--- config.mk ---
export PLATFORM = sky130hd
export DESIGN_NAME = owo_ctrl
export DESIGN_NICKNAME = d
export VERILOG_FILES = /design/src/design/owo_pkg.sv /design/src/design/owo_ctrl.sv
export SDC_FILE = /design/constraint.sdc
export NUM_CORES = 1
export LEC_CHECK = 0
export BUFFER_PORTS_ARGS = -buffer_cell sky130_fd_sc_hd__buf_4
export CAP_MARGIN = 30
export CORE_MARGIN = 1.5
export CORE_UTILIZATION = 30
export CTS_CLUSTER_SIZE = 10
export DETAILED_ROUTE_END_ITERATION = 7
export PLACE_DENSITY = 0.61
export SLEW_MARGIN = 20
export SYNTH_ARGS = -nofsm -noshare
export SYNTH_HDL_FRONTEND = slang
export SYNTH_SLANG_ARGS = --single-unit
--- constraint.sdc ---
create_clock -name clk -period 2.09 [get_ports clk]
set_input_delay 0.418 -clock clk [delete_from_list [all_inputs] [get_ports clk]]
set_output_delay 0.418 -clock clk [all_outputs]
set_load 0.05 [all_outputs]
--- src/design/owo_pkg.sv ---
// Shared constants, types and tables of the omni wheel odometry unit.
package owo_pkg;

    localparam int ANGLE_BITS_DEF   = 16;
    localparam int CORDIC_STEPS_DEF = 16;

    localparam int MUL_AW  = 34;
    localparam int MUL_BW  = 27;
    localparam int PROD_W  = MUL_AW + MUL_BW;
    localparam int CRD_W   = 34;
    localparam int NUM_W   = 52;
    localparam int QUOT_W  = 31;

    localparam logic [1:0] REG_WINDOW = 2'd0;
    localparam logic [1:0] REG_COEF_X = 2'd1;
    localparam logic [1:0] REG_COEF_Y = 2'd2;
    localparam logic [1:0] REG_COEF_T = 2'd3;

    localparam logic [1:0] WHEEL_0    = 2'd0;
    localparam logic [1:0] WHEEL_1    = 2'd1;
    localparam logic [1:0] WHEEL_2    = 2'd2;
    localparam logic [1:0] WHEEL_NONE = 2'd3;

    localparam logic [19:0] WINDOW_RST = 20'd10000;
    localparam logic [23:0] COEF_X_RST = 24'd193728;
    localparam logic [23:0] COEF_Y_RST = 24'd111848;
    localparam logic [23:0] COEF_T_RST = 24'd1118481;

    localparam logic [3:0] MOP_VX  = 4'd0;
    localparam logic [3:0] MOP_VY  = 4'd1;
    localparam logic [3:0] MOP_WZ  = 4'd2;
    localparam logic [3:0] MOP_P   = 4'd3;
    localparam logic [3:0] MOP_PLO = 4'd4;
    localparam logic [3:0] MOP_PHI = 4'd5;
    localparam logic [3:0] MOP_CVX = 4'd6;
    localparam logic [3:0] MOP_SVY = 4'd7;
    localparam logic [3:0] MOP_SVX = 4'd8;
    localparam logic [3:0] MOP_CVY = 4'd9;
    localparam logic [3:0] MOP_RX  = 4'd10;
    localparam logic [3:0] MOP_RY  = 4'd11;

    localparam logic [24:0] TURN_MUL = 25'd22399067;
    localparam logic signed [CRD_W-1:0] CORDIC_GAIN = 34'sd652032874;
    localparam logic signed [25:0] DT_MAX = 26'sd16777216;
    localparam logic signed [25:0] DT_MIN = -26'sd16777216;
    localparam logic [19:0] DIV_D = 20'd1000000;
    localparam logic [31:0] DIV_RECIP = 32'd2251799813;
    localparam logic signed [NUM_W-1:0] DIV_BIAS = 52'sd500000;

    typedef struct packed {
        logic       accept;
        logic       check;
        logic       dt_load;
        logic       first_sync;
        logic       mul_issue;
        logic       mul_wb;
        logic [3:0] mop;
        logic       cor_init;
        logic       cor_step;
        logic       cor_end;
        logic [4:0] step;
        logic       div_init;
        logic       div_step;
        logic       commit;
    } owo_cmd_t;

    typedef struct packed {
        logic wheel_ok;
        logic sync_ok;
        logic have_prev;
        logic out_free;
    } owo_stat_t;

    function automatic logic [31:0] atan_entry(input logic [4:0] idx);
        logic [31:0] r;
        unique case (idx)
            5'd0:    r = 32'h20000000;
            5'd1:    r = 32'h12E4051E;
            5'd2:    r = 32'h09FB385B;
            5'd3:    r = 32'h051111D4;
            5'd4:    r = 32'h028B0D43;
            5'd5:    r = 32'h0145D7E1;
            5'd6:    r = 32'h00A2F61E;
            5'd7:    r = 32'h00517C55;
            5'd8:    r = 32'h0028BE53;
            5'd9:    r = 32'h00145F2F;
            5'd10:   r = 32'h000A2F98;
            5'd11:   r = 32'h000517CC;
            5'd12:   r = 32'h00028BE6;
            5'd13:   r = 32'h000145F3;
            5'd14:   r = 32'h0000A2F9;
            5'd15:   r = 32'h0000517C;
            5'd16:   r = 32'h000028BE;
            5'd17:   r = 32'h0000145F;
            5'd18:   r = 32'h00000A2F;
            5'd19:   r = 32'h00000517;
            5'd20:   r = 32'h0000028B;
            5'd21:   r = 32'h00000145;
            5'd22:   r = 32'h000000A2;
            5'd23:   r = 32'h00000051;
            default: r = 32'h00000000;
        endcase
        return r;
    endfunction

endpackage

--- src/design/owo_ctrl.sv ---
// Sequencer of the odometry unit: steps the datapath through one measurement.
module owo_ctrl
    import owo_pkg::*;
#(
    parameter int CORDIC_STEPS = CORDIC_STEPS_DEF
)
(
    input  logic      clk,
    input  logic      rst_n,
    input  logic      in_valid,
    output logic      in_ready,
    input  owo_stat_t stat,
    output owo_cmd_t  cmd
);

    localparam logic [3:0] S_IDLE   = 4'd0;
    localparam logic [3:0] S_CHECK  = 4'd1;
    localparam logic [3:0] S_DT     = 4'd2;
    localparam logic [3:0] S_MUL    = 4'd3;
    localparam logic [3:0] S_WB     = 4'd4;
    localparam logic [3:0] S_CINIT  = 4'd5;
    localparam logic [3:0] S_CSTEP  = 4'd6;
    localparam logic [3:0] S_CEND   = 4'd7;
    localparam logic [3:0] S_DINIT  = 4'd8;
    localparam logic [3:0] S_DSTEP  = 4'd9;
    localparam logic [3:0] S_COMMIT = 4'd10;

    localparam logic [4:0] CRD_LAST = 5'(CORDIC_STEPS - 1);

    logic [3:0] state_reg, state_next;
    logic [3:0] mop_reg, mop_next;
    logic [4:0] cnt_reg, cnt_next;

    always_ff @(posedge clk or negedge rst_n)
    begin
        if (!rst_n)
        begin
            state_reg <= S_IDLE;
            mop_reg   <= MOP_VX;
            cnt_reg   <= '0;
        end
        else
        begin
            state_reg <= state_next;
            mop_reg   <= mop_next;
            cnt_reg   <= cnt_next;
        end
    end

    always_comb
    begin
        state_next = state_reg;
        mop_next   = mop_reg;
        cnt_next   = cnt_reg;
        cmd        = '0;
        cmd.mop    = mop_reg;
        cmd.step   = cnt_reg;
        in_ready   = 1'b0;
        unique case (state_reg)
            S_IDLE:
            begin
                in_ready = 1'b1;
                if (in_valid)
                begin
                    cmd.accept = 1'b1;
                    if (stat.wheel_ok)
                        state_next = S_CHECK;
                end
            end
            S_CHECK:
            begin
                cmd.check  = 1'b1;
                state_next = stat.sync_ok ? S_DT : S_IDLE;
            end
            S_DT:
            begin
                if (stat.have_prev)
                begin
                    cmd.dt_load = 1'b1;
                    mop_next    = MOP_VX;
                    state_next  = S_MUL;
                end
                else
                begin
                    cmd.first_sync = 1'b1;
                    state_next     = S_IDLE;
                end
            end
            S_MUL:
            begin
                cmd.mul_issue = 1'b1;
                state_next    = S_WB;
            end
            S_WB:
            begin
                cmd.mul_wb = 1'b1;
                if (mop_reg == MOP_PHI)
                    state_next = S_CINIT;
                else if (mop_reg == MOP_RY)
                    state_next = S_DINIT;
                else
                begin
                    mop_next   = mop_reg + 4'd1;
                    state_next = S_MUL;
                end
            end
            S_CINIT:
            begin
                cmd.cor_init = 1'b1;
                cnt_next     = '0;
                state_next   = S_CSTEP;
            end
            S_CSTEP:
            begin
                cmd.cor_step = 1'b1;
                cnt_next     = cnt_reg + 5'd1;
                if (cnt_reg == CRD_LAST)
                    state_next = S_CEND;
            end
            S_CEND:
            begin
                cmd.cor_end = 1'b1;
                mop_next    = MOP_CVX;
                state_next  = S_MUL;
            end
            S_DINIT:
            begin
                cmd.div_init = 1'b1;
                state_next   = S_DSTEP;
            end
            S_DSTEP:
            begin
                cmd.div_step = 1'b1;
                state_next   = S_COMMIT;
            end
            S_COMMIT:
            begin
                if (stat.out_free)
                begin
                    cmd.commit = 1'b1;
                    state_next = S_IDLE;
                end
            end
            default:
            begin
                state_next = S_IDLE;
            end
        endcase
    end

endmodule

Word level (Yosys, flattened, before mapping):

Cells that the tools add are included.

* logic and storage cells: 60
* bits of input ports: 7
* bits in registers: 13
* output and inout port bits: 22

* multiplexer cells: 30
* equality and inequality tests: 20
* reduce and logical (&&, ||, !) cells: 5
* add/sub/neg operators: 2

Operators by type and width (count)
* $pmux 4 s11: 1
* $mux 4: 9
* $eq 4x3->1 const B: 5
* $eq 4x4->1 const B: 4
* $mux 1: 15
* $ne 2x2->1 const B: 7
* $pmux 4 s3: 1
* $pmux 5 s2: 1
* $eq 4x2->1 const B: 2
* $reduce_and 4->1: 2
* $mux 2: 3
* $add 5x1->5 const B: 1
* $eq 5x4->1 const B: 1
* $add 4x1->4 const B: 1
* $eq 4x1->1 const B: 1
* $logic_not 4->1: 1
* $reduce_bool 3->1: 1
* $reduce_bool 2->1: 1

Longest topological paths before layout:

* depth in word-level cells: 4
* depth in mapped cells: 7
* depth with buffers taken out: 7

Least setup slack after synthesis:

No wires, ideal clock.

* path type: register -> output
* from: register state_reg[3]
* to: output port cmd[18] (netlist name)
* arrival: 2.347 ns
* stages on the path, launching flop included: 3
* slack: -0.675 ns
* data required time: 1.672 ns
* path buffers: 1
* cell sequence: dfrtp_1 > clkbuf_1 > nor4b_1

RTL lines
* start: declaration: line owo_ctrl.sv:30 `logic [3:0] state_reg, state_next;`
* start signal: assignment: line owo_ctrl.sv:44 `state_reg <= state_next;`
* end: declaration: line owo_ctrl.sv:13 `output owo_cmd_t cmd`

==> summary.txt <==
Status
  – Outcome: complete, no violations

Pwr
  – VDD IR max: around 0.00076 V
  – Int Pwr: approximately 920 µW
  – Static Leakage: between 0.6 and 0.7 nW
  – Gate power share: 0.676
  – Power Total: ~2 mW
  – Pwr per Cell Area: 1450 nW/µm²
  – Sw Pwr: roughly 1.1 mW
  – Clk network pwr share: 0.081
  – Sequential Power Share: 0.243
  – Switching Fraction: 0.546

Die
  – Die Ht: between 60 and 70 µm
  – I/O pins: 29
  – DIE AREA: between 3000 and 4000 µm²
  – Rows: 20
  – Core ar.: 3100 µm²
  – Die Span X: 60.6 µm
  – Initial Util: 0.321

Setup path
  – Crit start category: flip-flop
  – Reg2reg end: state_reg[1]
  – Flop2flop setup slack: ~340 ps
  – CP Data Required Time: about 1700 ps
  – CP Capture Type: output pin
  – Worst-path maximum fanout: 9
  – FF-to-FF path depth: 5
  – Reg2reg start: state_reg[0]
  – Crit. Startpoint: state_reg[0]
  – Critical path class: flip-flop to output pin
  – Worst Path Arrival: approximately 1600 ps

Global routing
  – Initial antenna violation count: 0
  – Total gr overflow: 0
  – Vias in the first global route: just under 1000
  – GRT Util Overall: 0.162
  – Largest net degree at the start of global routing: 19
  – First-pass GRT wire length: roughly 4500 µm

Synthesis
  – Synth warn: 0
  – Synth Register Bits: 13
  – Prevailing post-synth register cell: dfrtp_1
  – Post-synthesis mux area share: 0.0101
  – Synth unique cells: 40
  – Sequential share of the synthesized area: 0.327
  – Adder-Cell Fraction of Synth Area: 0.0503
  – Synth Area in Compound Gates: 0.214
  – Synth top area share: 0.327
  – Largest cells by area after synthesis: dfrtp_1, o21ai_0, ha_1
  – Mapped Cells: between 100 and 150
  – Syn nets: approximately 130
  – Syn avg cell area: a little over 8 µm²
  – Asr flop ratio synth: 1.00
  – Synth top cells by count: dfrtp_1, nand2_1, o21ai_0
  – Post-synthesis xor/xnor area fraction: 0
  – Cell taking the most area after synthesis: dfrtp_1
  – Largest family of logic cells by synthesized area: simple AND/OR/NAND/NOR gates
  – Post-synth EDFFs: 0
  – Simple-Gate Fraction of Synth Area: 0.338
  – Netlist Area Pre-Place: roughly 1000 µm²

Final layout
  – Area added between synthesis and finish: 40.6%
  – Share of layout cells above drive strength 1: 0.357
  – Final core occ: 0.451
  – Number of flip-flops under the largest register name: 5
  – Final cell count without fillers: 201
  – Final #Nets: ~170
  – Final instance area: between 1000 and 1500 µm²
  – # diodes: 0

Worst hold path
  – Hold Crit Class: primary input to flip-flop
  – Hold path cells: 3
  – Hold endpoint: state_reg[3]
  – Hold path start: stat[0]

Run
  – Max-cap violations: 0

Routing
  – Iteration-0 DRC Markers: 28
  – Highest routed layer: met4
  – Vias: around 1100
  – First drt pass iteration count: 4
  – Vias per cell: 5.22
  – WL met3: about 100 µm
  – Drt total wl: 2740 µm
  – Drt wl/cell: 13.6 µm
  – Met2 routed WL: 1300 µm
  – DRC: 0
  – Met1 WL: ~1300 µm
  – Post-route ant nets: 0

Clock network
  – CTS tree: yes
  – Clk sink count: 13
  – CTS clk-pin slew, worst paths: roughly 80 ps
  – Root Buffer: clkbuf_4
  – Worst-skew pair later-pin latency: around 280 ps
  – Num CTS Buffers: 3
  – Clock Tree Buf Depth: 2
  – H-tree depth: 1

Placed design
  – Placed Area: between 1000 and 1500 µm²
  – Port buffer count: 28
  – Cells after DPL: ~190
  – HPWL after detailed placement: between 2000 and 2500 µm
  – Routability cong.: 0.775

Timing
  – Clock skew: roughly 5.4 ps
  – Slew HR: 0.666
  – Final period utilization: 0.967
  – FMAX: 495 MHz
  – Final count of negative-setup-slack endpoints: 0
  – Min Tclk post-route: a little over 2000 ps
  – Max-slew violation count: 0
  – Post-route setup TNS: 0 ps
  – Slew @ Worst Pin: between 400 and 500 ps
  – Hold Vio Cnt, Final: 0
-- power by group through the flow --
| stage | combinational, mW | clock, mW | sequential, mW |
|---|---|---|---|
| finish | 1.37 | 0.164 | 0.493 |
| global route | 1.47 | 0.177 | 0.515 |
| CTS | 1.30 | 0.168 | 0.494 |
| detailed placement | 1.30 | 0 | 0.495 |
| global placement | 1.29 | 0 | 0.488 |
| floorplan | 0.849 | 0 | 0.588 |
-- what timing repair did --
item | 4_1_cts | 5_1_grt
hold endpoints to repair | 13 | 0
setup endpoints to repair | 3 | 2
resized for setup | 2 | 4
hold buffers | 1 | 0
pin swaps | 1 | 1
setup buffers | 0 | 2
cloned | 0 | 0
-- how the worst max path moves through the flow --
stage,end,slack [ps]
floorplan,cmd[17],-190
global placement,cmd[20],290
detailed placement,mop_reg[1],270
CTS,cmd[20],8
global route,cmd[20],-10
finish,cmd[20],70
-- layer usage --
| layer | up-vias | GRT usage |
|---|---|---|
| met5 | - | 0 |
| li1 | 515 | - |
| met2 | 19 | 0.260 |
| met1 | 511 | 0.218 |
| met4 | 0 | 0.0590 |
| met3 | 5 | 0.0320 |
-- cell usage in the layout, fill, tap and decap left out, types with 2 or more instances in the layout --
cell / synthesis / final
nand2b_1: 3 / 3
dfrtp_1: 13 / 9
and3_1: 2 / 2
clkbuf_4: 0 / 3
inv_1: 5 / 5
nor4_4: 0 / 2
nor3_2: 0 / 2
a21oi_1: 6 / 6
o21ai_0: 13 / 13
nand2_1: 13 / 13
dfrtp_2: 0 / 4
nor3_1: 9 / 7
a22o_1: 2 / 2
buf_4: 1 / 37
nand3_1: 2 / 2
nand3b_1: 3 / 3
o2bb2ai_1: 2 / 2
or3_1: 2 / 2
nor3b_1: 3 / 3
nor2_1: 6 / 6
nor4_1: 4 / 2
ha_1: 4 / 4
nor2b_1: 3 / 3
-- stage by stage --
step           hold WS, ps  setup WS [ps]
2_1_floorplan          122           -188
3_3_place_gp           276            287
3_5_place_dp           277            271
4_1_cts                456           8.13
5_1_grt                519          -9.62
6_report               454           68.3
-- final cells by class --
type / instances / area (µm²)
Clock buffer: 4 / 26.3
Fill cell: 332 / 1700
Inverter: 6 / 22.5
Multi-Input combinational cell: 95 / 667
Sequential cell: 13 / 330
Tap cell: 44 / 55.1
Timing Repair Buffer: 39 / 299
-- worst max-delay path, stage by stage, from the launching register on --
cell and delay, ps:
dfrtp_2 460, buf_4 190, nor4_4 330, and2_4 190
buf_6 150
-- cells by family (layout without fill, tap and decap cells) --
group / Yosys count / after routing
and+or+nand+nor: 58 / 58
muxes: 1 / 1
buffers and inverters: 14 / 49
DFF: 13 / 13
AOI/OAI and AO/OA: 32 / 32
adders and majority gates: 4 / 4
(Power assumes the default switching activity.)
